==> config.mk <==
export PLATFORM = sky130hd
export DESIGN_NAME = indexed_list_insert_delete_unit
export DESIGN_NICKNAME = d
export VERILOG_FILES = /design/src/hdl/ilid_pkg.sv /design/src/hdl/indexed_list_insert_delete_unit.sv /design/src/hdl/ilid_ctrl.sv /design/src/hdl/ilid_dp.sv
export SDC_FILE = /design/constraint.sdc
export NUM_CORES = 2
export LEC_CHECK = 0
export ABC_AREA = 1
export BUFFER_PORTS_ARGS = -buffer_cell sky130_fd_sc_hd__buf_2
export CAP_MARGIN = 40
export CORE_ASPECT_RATIO = 0.9
export CORE_MARGIN = 5
export CORE_UTILIZATION = 55
export CTS_CLUSTER_DIAMETER = 30
export DETAILED_ROUTE_END_ITERATION = 8
export PLACE_DENSITY = 0.71
export SYNTH_ARGS = -nofsm -noshare
export SYNTH_HDL_FRONTEND = slang
export SYNTH_SLANG_ARGS = --single-unit
==> constraint.sdc <==
create_clock -name clk -period 6.68 [get_ports clk]
set_input_delay 1.336 -clock clk [delete_from_list [all_inputs] [get_ports clk]]
set_output_delay 1.336 -clock clk [all_outputs]
set_load 0.01 [all_outputs]
==> src/hdl/ilid_pkg.sv <==
// Shared types, constants and codes for the indexed list insert/delete unit.
package ilid_pkg;

  localparam int Depth = 64;
  localparam int AddrW = $clog2(Depth);
  localparam int CountW = $clog2(Depth + 1);
  localparam int PosW = 7;
  localparam int DataW = 32;

  typedef enum logic [2:0] {
    CMD_READ     = 3'd0,
    CMD_INS_HEAD = 3'd1,
    CMD_INS_TAIL = 3'd2,
    CMD_INS_AT   = 3'd3,
    CMD_DELETE   = 3'd4
  } cmd_t;

  typedef enum logic [1:0] {
    ST_DONE  = 2'd0,
    ST_RANGE = 2'd1,
    ST_FULL  = 2'd2
  } status_t;

  typedef struct packed {
    logic [2:0]              cmd;
    logic [PosW-1:0]         position;
    logic signed [DataW-1:0] value;
  } in_item_t;

  typedef struct packed {
    logic signed [DataW-1:0] read_value;
    logic [1:0]              status;
    logic [PosW-1:0]         count;
  } out_item_t;

  typedef enum logic [1:0] {
    S_IDLE,
    S_MOVE,
    S_REPLY
  } state_t;

  // Per-item decode held in the datapath.
  typedef enum logic [1:0] {
    OP_NONE,
    OP_INSERT,
    OP_DELETE,
    OP_READ
  } op_t;

  typedef struct packed {
    logic load;       // capture the item and decode it
    logic step;       // one read or write phase of a shift move
    logic finish;     // final write and length update
    logic reply;      // drive result strobe
  } dp_cmd_t;

  typedef struct packed {
    logic move_done;  // no more shift moves left
  } dp_stat_t;

endpackage

==> src/hdl/indexed_list_insert_delete_unit.sv <==
// Top level of the indexed list insert/delete unit.
// Keeps an ordered list of up to 64 signed 32-bit values in an entry memory.
// An item (cmd, position, value) is transferred at a rising edge with start
// high and busy low. busy is high from the cycle after the transfer up to the
// result strobe cycle; it is low again in that cycle, so the next item can be
// transferred at the same edge that takes the result.
// Exactly one result per item appears on out_item for one cycle with
// out_valid high; the receiver cannot stall it.
// An insert at position p with length n moves n-p entries, a delete moves
// n-p-1 entries; each move is a memory read, then a write.
// Items are handled one at a time; a new item is taken only while busy is low.
// Reset (rst_n low, synchronous) empties the list and idles the controller;
// entry contents are not cleared since they are read only after written.
module indexed_list_insert_delete_unit
  import ilid_pkg::*;
(
  input  logic      clk,
  input  logic      rst_n,
  input  logic      start,
  output logic      busy,
  input  in_item_t  in_item,
  output logic      out_valid,
  output out_item_t out_item
);

  dp_cmd_t  dp_cmd;
  dp_stat_t dp_stat;

  ilid_ctrl u_ctrl (
    .clk     (clk),
    .rst_n   (rst_n),
    .start   (start),
    .busy    (busy),
    .dp_cmd  (dp_cmd),
    .dp_stat (dp_stat)
  );

  ilid_dp u_dp (
    .clk       (clk),
    .rst_n     (rst_n),
    .in_item   (in_item),
    .dp_cmd    (dp_cmd),
    .dp_stat   (dp_stat),
    .out_valid (out_valid),
    .out_item  (out_item)
  );

endmodule

==> src/hdl/ilid_ctrl.sv <==
// Controller FSM of the indexed list insert/delete unit.
module ilid_ctrl
  import ilid_pkg::*;
(
  input  logic     clk,
  input  logic     rst_n,
  input  logic     start,
  output logic     busy,
  output dp_cmd_t  dp_cmd,
  input  dp_stat_t dp_stat
);

  state_t state_r, state_nxt;

  always_ff @(posedge clk) begin
    if (!rst_n) state_r <= S_IDLE;
    else        state_r <= state_nxt;
  end

  always_comb begin
    state_nxt = state_r;
    unique case (state_r)
      S_IDLE:  if (start) state_nxt = S_MOVE;
      S_MOVE:  if (dp_stat.move_done) state_nxt = S_REPLY;
      S_REPLY: state_nxt = S_IDLE;
      default: state_nxt = S_IDLE;
    endcase
  end

  always_comb begin
    busy   = 1'b1;
    dp_cmd = '0;
    unique case (state_r)
      S_IDLE: begin
        busy        = 1'b0;
        dp_cmd.load = start;
      end
      S_MOVE: begin
        dp_cmd.step   = !dp_stat.move_done;
        dp_cmd.finish = dp_stat.move_done;
      end
      S_REPLY: dp_cmd.reply = 1'b1;
      default: ;
    endcase
  end

  a_busy_idle: assert property (@(posedge clk) disable iff (!rst_n)
    (state_r == S_IDLE) |-> !busy) else $error("busy while idle");
  a_reply_once: assert property (@(posedge clk) disable iff (!rst_n)
    dp_cmd.reply |=> !dp_cmd.reply) else $error("double reply");
  a_load_to_move: assert property (@(posedge clk) disable iff (!rst_n)
    dp_cmd.load |=> (state_r == S_MOVE)) else $error("load without move");

endmodule

==> src/hdl/ilid_dp.sv <==
// Datapath: entry memory, length, shift sequencing and result register.
module ilid_dp
  import ilid_pkg::*;
(
  input  logic      clk,
  input  logic      rst_n,
  input  in_item_t  in_item,
  input  dp_cmd_t   dp_cmd,
  output dp_stat_t  dp_stat,
  output logic      out_valid,
  output out_item_t out_item
);

  logic [DataW-1:0] mem [Depth];

  logic [CountW-1:0] len_r;
  op_t               op_r;
  status_t           st_r;
  logic [AddrW-1:0]  tgt_r;      // insert/delete/read position
  logic [CountW-1:0] ptr_r;      // current move index
  logic signed [DataW-1:0] val_r;
  logic [DataW-1:0]  rdata_r;
  logic              phase_r;    // 0: read issued, 1: data ready to write
  logic              rd_miss_r;  // read past the end
  logic              out_valid_r;
  out_item_t         out_r;

  logic [PosW-1:0]   pos;
  logic              full, range_ins, range_rd;
  logic [CountW-1:0] ins_pos;

  op_t               op_ld;
  status_t           st_ld;
  logic [AddrW-1:0]  tgt_ld;
  logic [CountW-1:0] ptr_ld;

  assign pos       = in_item.position;
  assign full      = (len_r == CountW'(Depth));
  assign ins_pos   = (in_item.cmd == CMD_INS_HEAD) ? '0 :
                     (in_item.cmd == CMD_INS_TAIL) ? len_r : CountW'(pos);
  assign range_ins = ({1'b0, ins_pos} > {1'b0, len_r}) || (pos > PosW'(Depth) &&
                     in_item.cmd == CMD_INS_AT);
  assign range_rd  = (CountW'(pos) >= len_r) || (32'(pos) >= 32'(Depth));

  // Decode of the item taken at load.
  always_comb begin
    op_ld  = OP_NONE;
    st_ld  = ST_DONE;
    tgt_ld = AddrW'(pos);
    ptr_ld = CountW'(pos);
    unique case (in_item.cmd) inside
      CMD_READ: begin
        if (range_rd) st_ld = ST_RANGE;
        else          op_ld = OP_READ;
      end
      CMD_INS_HEAD, CMD_INS_TAIL, CMD_INS_AT: begin
        tgt_ld = AddrW'(ins_pos);
        ptr_ld = len_r;
        if (range_ins)  st_ld = ST_RANGE;
        else if (full)  st_ld = ST_FULL;
        else            op_ld = OP_INSERT;
      end
      CMD_DELETE: begin
        if (range_rd) st_ld = ST_RANGE;
        else          op_ld = OP_DELETE;
      end
      default: ;
    endcase
  end

  // insert: ptr walks from len down to tgt+1 copying mem[ptr-1] -> mem[ptr]
  // delete: ptr walks from tgt up to len-2 copying mem[ptr+1] -> mem[ptr]
  logic [AddrW-1:0] src_a, dst_a;
  always_comb begin
    if (op_r == OP_INSERT) begin
      src_a = AddrW'(ptr_r - 1'b1);
      dst_a = AddrW'(ptr_r);
    end else begin
      src_a = AddrW'(ptr_r + 1'b1);
      dst_a = AddrW'(ptr_r);
    end
  end

  always_comb begin
    unique case (op_r)
      OP_INSERT: dp_stat.move_done = (ptr_r == CountW'(tgt_r));
      OP_DELETE: dp_stat.move_done = (ptr_r + 1'b1 >= len_r);
      OP_READ:   dp_stat.move_done = phase_r;
      default:   dp_stat.move_done = 1'b1;
    endcase
  end

  always_ff @(posedge clk) begin
    rdata_r <= mem[(op_r == OP_READ) ? tgt_r : src_a];
    if (dp_cmd.step && phase_r && op_r != OP_READ) mem[dst_a] <= rdata_r;
    else if (dp_cmd.finish && op_r == OP_INSERT) mem[tgt_r] <= val_r;
  end

  always_ff @(posedge clk) begin
    if (!rst_n) begin
      len_r       <= '0;
      op_r        <= OP_NONE;
      phase_r     <= 1'b0;
      out_valid_r <= 1'b0;
    end else begin
      out_valid_r <= dp_cmd.reply;
      if (dp_cmd.load) begin
        phase_r   <= 1'b0;
        val_r     <= in_item.value;
        st_r      <= st_ld;
        op_r      <= op_ld;
        tgt_r     <= tgt_ld;
        ptr_r     <= ptr_ld;
        rd_miss_r <= (in_item.cmd == CMD_READ) && range_rd;
      end else if (dp_cmd.step) begin
        phase_r <= !phase_r;
        if (phase_r) begin
          if (op_r == OP_INSERT) ptr_r <= ptr_r - 1'b1;
          else                   ptr_r <= ptr_r + 1'b1;
        end
      end else if (dp_cmd.finish) begin
        if (op_r == OP_INSERT)      len_r <= len_r + 1'b1;
        else if (op_r == OP_DELETE) len_r <= len_r - 1'b1;
      end
    end
  end

  always_ff @(posedge clk) begin
    if (dp_cmd.finish) begin
      out_r.status <= st_r;
      if (op_r == OP_READ) out_r.read_value <= rdata_r;
      else if (rd_miss_r)  out_r.read_value <= '1;
      else                 out_r.read_value <= '0;
      case (op_r)
        OP_INSERT: out_r.count <= PosW'(len_r + 1'b1);
        OP_DELETE: out_r.count <= PosW'(len_r - 1'b1);
        default:   out_r.count <= PosW'(len_r);
      endcase
    end
  end

  assign out_valid = out_valid_r;
  assign out_item  = out_r;

  a_len_max: assert property (@(posedge clk) disable iff (!rst_n)
    len_r <= CountW'(Depth)) else $error("length overflow");
  a_full_hold: assert property (@(posedge clk) disable iff (!rst_n)
    (dp_cmd.finish && st_r == ST_FULL) |=> $stable(len_r)) else $error("full changed length");
  a_one_step: assert property (@(posedge clk) disable iff (!rst_n)
    !(dp_cmd.step && dp_cmd.finish)) else $error("step and finish together");

endmodule

; ---- Word-level counts from Yosys, hierarchy flattened
; Memories as Yosys holds them, arrays and structs flattened. A register that Yosys moved wholly into a read port is not among the register bits.
; Index checks and enable logic that the tools add are counted.
[classes]
n_addsub = 4
magnitude_cmp = 5
n_eq_ne = 14
muxes = 40
bitwise = 3
n_reduce_logical = 22
[op_table]
columns = op, count
row1 = 32-bit two-way mux, 3
row2 = 7-bit two-way mux, 9
row3 = 32-bit OR reduction, 1
row4 = 6-bit two-way mux, 4
row5 = 2-bit two-way mux, 8
row6 = 7-bit by 1-bit adder with 7-bit output (second input constant), 2
row7 = 7-bit >= comparator, 2
row8 = 7-bit case mux with 2 select lines, 1
row9 = 7-bit by 1-bit subtractor with 7-bit output (second input constant), 2
row10 = 1-bit two-way mux, 11
row11 = 2-bit case mux with 2 select lines, 2
row12 = 7-bit by 6-bit equality test with 1-bit output, 1
row13 = 7-bit equality test (second input constant), 1
row14 = 7-bit >= comparator (second input constant), 1
row15 = 7-bit > comparator, 1
row16 = 7-bit > comparator (second input constant), 1
row17 = 2-bit equality test (second input constant), 3
row18 = 3-bit by 2-bit equality test with 1-bit output (second input constant), 2
row19 = 2-bit case mux with 3 select lines, 1
row20 = 2-bit nonzero test, 3
row21 = 1-bit logical AND, 5
row22 = 2-bit by 1-bit equality test with 1-bit output (second input constant), 2
row23 = 2-bit inequality test (second input constant), 2
row24 = 2-bit AND reduction, 2
row25 = 13 further kinds, 18
[totals]
reg_bits = 102
ramBits = 2048
in_bits = 45
out_inout_bits = 43
wordCells = 102
memories = 1
[mem_list]
columns = memory, depth, word_bits, rd, rd_ports_with_merged_regs, write_ports, line
row1 = u_dp.mem, 64, 32, 1, 1, 1, ilid_dp.sv:14  ; logic [DataW-1:0] mem [Depth];

; ---- Longest topological paths before layout
[logic_depth]
word_depth = 11
ltp_mapped = 21

; ---- Cells and area by module
; From an unflattened synthesis, not the netlist that was laid out.
[hier_totals]
cells_unflattened = 8974
hier_area_um2 = 93684.9
[by_module_without_submodules]
columns = mod, n_inst, cells_per_inst, area_each_um2, seq_area_each_um2
row1 = ilid_dp, 1, 8958, 93579.8, 65032.4
row2 = ilid_ctrl, 1, 16, 105.1, 40.0

; ---- Least setup slack after synthesis
; Ideal clock, no wire load.
[synth_timing]
path_kind = register to register
from = register u_dp.ptr_r[1]
to = memory u_dp.mem[0][30] (data pin)
setup_time_ps = 702
t_arrival_ps = 4854
t_required_ps = 5978
path_slack_ps = 1124
path_stages_with_launch = 18
path_buffers = 2
period_less_slack_ps = 5556
cell_sequence = edfxtp_1 -> ha_1 -> nand2_1 -> nor3_1 -> xor2_1 -> inv_1 -> ha_1 -> nand2_1 -> inv_1 -> a21oi_1 -> nand3_1 -> nand2_1 -> nand2_2 -> nand3_4 -> buf_6 -> inv_2 -> clkbuf_1 -> o21ai_0
[synth_via]
elab_chain_cells = 11
elab_cells_between_ends = 14
cone_classes = add/sub (1) / order compare (1) / eq/ne (1) / mux (6) / reduce/logical (5)
[synth_lines]
columns = element, line
row1 = from (decl), ilid_dp.sv:20  ; logic [CountW-1:0] ptr_r;
row2 = from (signal assigned), ilid_dp.sv:113  ; ptr_r <= ptr_ld;
row3 = from (signal assigned), ilid_dp.sv:118  ; if (op_r == OP_INSERT) ptr_r <= ptr_r - 1'b1;
row4 = from (signal assigned), ilid_dp.sv:119  ; else ptr_r <= ptr_r + 1'b1;
row5 = 7-bit by 1-bit adder with 7-bit output, --
row6 = 7-bit >= comparator, ilid_dp.sv:87  ; OP_DELETE: dp_stat.move_done = (ptr_r + 1'b1 >= len_r);
row7 = 1-bit case mux with 3 select lines (*), ilid_dp.sv:85  ; unique case (op_r)
row8 = 1-bit logical NOT, ilid_ctrl.sv:39  ; dp_cmd.step = !dp_stat.move_done;
row9 = 2-bit two-way mux (*), ilid_ctrl.sv:33  ; unique case (state_r)
row10 = 1-bit logical AND (2 in a row), ilid_dp.sv:95  ; if (dp_cmd.step && phase_r && op_r != OP_READ) mem[dst_a] <= rdata_r;
row11 = 1-bit two-way mux (*), ilid_dp.sv:95
row12 = 1-bit two-way mux (implied by the code) (*), ilid_dp.sv:96  ; else if (dp_cmd.finish && op_r == OP_INSERT) mem[tgt_r] <= val_r;
row13 = 32-bit OR reduction (no line) (*), --
row14 = 32-bit two-way mux (no line) (*), --
row15 = to (decl), ilid_dp.sv:14
; Every way passes the cells marked *; elsewhere a longest branch is shown, timed or not.

; ---- Final worst setup path
[layout_timing]
from = register u_dp.ptr_r[0]
to = memory u_dp.mem[58][21] (enable)
[layout_via]
elab_chain_cells = 11
elab_cells_between_ends = 17
cone_classes = add/sub (1) / order compare (1) / eq/ne (1) / mux (9) / reduce/logical (5)
[layout_lines]
columns = element, line
row1 = 7-bit by 1-bit adder with 7-bit output, --
row2 = 7-bit >= comparator, ilid_dp.sv:87
row3 = 1-bit case mux with 3 select lines, ilid_dp.sv:85
row4 = 1-bit logical NOT, ilid_ctrl.sv:39
row5 = 2-bit two-way mux, ilid_ctrl.sv:33
row6 = 1-bit logical AND (2 in a row), ilid_dp.sv:95
row7 = 1-bit two-way mux, ilid_dp.sv:95
row8 = 1-bit two-way mux (implied by the code), ilid_dp.sv:96
row9 = 32-bit OR reduction (no line), --
row10 = 6-bit two-way mux (no line) / 1-bit two-way mux (equally long branches), --
; Parallel ways exist; a longest one is shown, timed or not.

==> summary.md <==
| Metric | Value |
|---|---|
| Max cap viols | `0` |
| First-pass GRT wire length | `~420000 um` |
| RePlAce Congestion | `0.983` |
| P_leak | `45.3 nW` |
| TritonCTS clock tree | `done` |
| Peak supply drop | `approximately 250 uV` |
| CP Data Required Time | `approximately 7.3 ns` |
| Crit path DAT | `approximately 6.1 ns` |
| Mapped Cells | `9053` |
| Largest net degree at the start of global routing | `about 160` |
| Sequential share of the synthesized area | `0.694` |
| Wire length per cell | `24.5 um` |
| # DRC | `0` |
| Post_cts resized | `0` |
| Tot GR Track Use | `0.316` |
| Hold Path Class | `reg2reg` |
| DRT iter0 DRCs | `~9400` |
| Commonest non-fill, non-tap cells in the layout | `4409 x nand2_1, 2137 x edfxtp_1, 1428 x nand3_1` |
| Post-CTS Setup Inserts | `0` |
| Starting Density | `0.554` |
| Synth area leader | `edfxtp_1` |
| WS Path Type | `reg2reg` |
| FP Rows | `143` |
| Status | `finished, final reports clean` |
| Comb power frac | `0.127` |
| Internal | `30.2 mW` |
| Filler Cells Inserted | `~12000` |
| Area Growth Syn to Fin | `19.2%` |
| Mapped cell area | `93800 um2` |
| PwrDens | `370 nW/um2` |
| Worst Path Max Fanout | `19` |
| CP Cell Sequence | `ha_1, nand2_1, nor3_1, xor2_1, inv_1, ha_1, nand2_1, nor2_1, o21ai_0, nand3_1, nand2_1, nand2_2, nand3_4, o21ai_1, nand3_2, nor2_4, buf_4` |
| Worst Skew | `0.0567 ns` |
| Setup crit end kind | `flip-flop` |
| Clock transition at path regs | `0.05 ns` |
| Hold_buf cts | `0` |
| Post-detail-place hpwl | `165000 um` |
| Root Driver | `clkbuf_16` |
| CP peak stage delay | `0.77 ns` |
| Clk pwr share | `0.481` |
| Core area | `around 170000 um2` |
| Fmax | `184 MHz` |
| Top cell by count, worst path | `nand2_1` |
| Final ANT Viol Nets | `0` |
| Die Width | `around 450 um` |
| Switching share of total power | `0.269` |
| Net Switching | `11.1 mW` |
| Vias | `69552` |
| CTS buffer count | `405` |
| Synthesized area per cell | `around 10 um2` |
| I/O Buffers | `between 80 and 90` |
| Total gr overflow | `0` |
| Vias/cell | `between 5 and 6` |
| CP startpoint kind | `flip-flop` |
| Multi-input gate area | `26700 um2` |
| Top-Level Pins | `88` |
| Crit path time final | `5.44 ns` |
| Sequential power share | `0.392` |
| First-pass DRT Iterations | `7` |
| Register area | `65100 um2` |
| Slew HR | `0.350` |
| Worst-margin pin slew | `~1 ns` |
| Finished Layout Cells | `11779` |
| Layout Nets | `9280` |
| Setup TNS | `0 ns` |
| Most common cell after layout, fill and taps aside | `nand2_1` |
| Slowest CP cell | `nor2_4` |
| Largest cells by area after synthesis | `edfxtp_1 68%, nand2_1 18%, nand3_1 7.6%, buf_2 1.8%, dfxtp_1 0.96%` |
| RSZ-0062 raised after global routing | `false` |
| Yosys reg bits | `2182` |
| Full die area | `179000 um2` |
| Die height | `402 um` |
| CTS Sinks | `2182` |
| Slew Viols, Final | `0` |
| Vias in the first global route | `66115` |
| Synth top area share | `0.684` |
| Endpoints failing hold | `0` |
| Synth Warn # | `0` |
| Synthesized Nets | `~9000` |
| Fin crit share | `0.815` |
| DP Cell Count | `11043` |
| # setup viols final | `0` |
| Initial antenna violation count | `19` |
| Share of cells above drive strength 1 | `0.115` |
| Post-synthesis cell type count | `36` |
| Clock buffer depth | `4` |
| CTS H-Tree Depth | `5` |
| Clock Latency Late Sink | `about 0.98 ns` |
| WL final | `around 290000 um` |
-- layout make-up --
| type | count | area share |
|---|---|---|
| flip-flops and latches | 2182 | 0.582 |
| multi-input cells | 6191 | 0.239 |
| clock buffers | 454 | 0.0932 |
| repair buffers | 331 | 0.0314 |
| clock inverters | 269 | 0.0260 |
| well taps | 2247 | 0.0251 |
| inverters | 95 | 0.00321 |
| diodes | 10 | 0.000224 |
-- cells in the mapped netlist, drive strengths merged --
cell type  number
nand2        4417
edfxtp       2137
nand3        1437
buf           383
clkbuf        202
o21ai         125
nor2          110
inv            93
dfxtp          45
ha             29
a21oi          19
nand4          16
a211oi         11
xor2            7
nor3            5
xnor2           4
clkinv          2
o211ai          2
o21a            2
a22oi           1
a31oi           1
nor4            1
o2111ai         1
o21bai          1
o22ai           1
o31ai           1
-- worst max-delay path, delay by kind of cell (launching register included) --
family	cells	cell delay, ns
DFF	1	0.66
adders and majority gates	2	0.60
and+or+nand+nor	10	2.65
buffers and inverters	2	0.43
AOI/OAI and AO/OA	2	0.62
xor gates and xnor gates	1	0.16
-- layer usage --
layer	part of all wire	GRT usage
met5	0.00015	0
met4	0.065	0.183
met3	0.13	0.0982
met2	0.44	0.467
met1	0.36	0.417
-- state kept, by name (all words and copies together) (netlist names) --
signal and cells:
u_dp.op_r 2, u_dp.tgt_r 6, u_dp.val_r 32, u_dp.len_r 7, u_dp.st_r 2, u_dp.phase_r 1, u_dp.out_item 41, u_dp.out_valid 1
u_ctrl.state_r 2, u_dp.ptr_r 7, u_dp.rd_miss_r 1, u_dp.mem 2048, u_dp.rdata_r 32
-- worst paths after layout --
kind / cells after the start / startpoint / slack, ns / to
worst max-delay path: 17 / u_dp.ptr_r[0] / 1.24 / u_dp.mem[58][21]
worst min register to register: 1 / u_ctrl.state_r[0] / 0.43 / u_dp.out_valid
worst max register to register: 17 / u_dp.ptr_r[0] / 1.24 / u_dp.mem[58][21]
worst min-delay path: 1 / u_ctrl.state_r[0] / 0.43 / u_dp.out_valid
-- logic make-up after synthesis --
| logic type | synth area share |
|---|---|
| simple gates | 0.260 |
| flops | 0.694 |
| compound gates | 0.00947 |
| buf+inv | 0.0320 |
| xor+xnor | 0.00103 |
| fa+ha+maj | 0.00387 |
-- through the flow --
stage	setup slack [ns]	hold WS (ns)	cell area (um2)	total power, mW	utilization
2_1_floorplan	1.12	0.400	93800	18.9	-
3_3_place_gp	1.38	0.414	97600	21.2	0.576
3_5_place_dp	1.43	0.417	98400	21.5	0.581
4_1_cts	1.38	0.423	112000	41.2	0.660
5_1_grt	0.991	0.443	112000	42.3	0.661
6_report	1.24	0.432	112000	41.3	0.661
-- power by group through the flow --
| stage | Sequential, mW | Combinational (mW) | Clock [mW] |
|---|---|---|---|
| final | 16.2 | 5.25 | 19.9 |
| after global routing | 16.2 | 5.46 | 20.7 |
| after CTS | 16.2 | 5.07 | 20.0 |
| after detailed placement | 16.4 | 5.03 | 0 |
| after global placement | 16.5 | 4.75 | 0 |
| after floorplan | 16.6 | 2.33 | 0 |
Note: power is estimated with default switching activity, not from simulation.
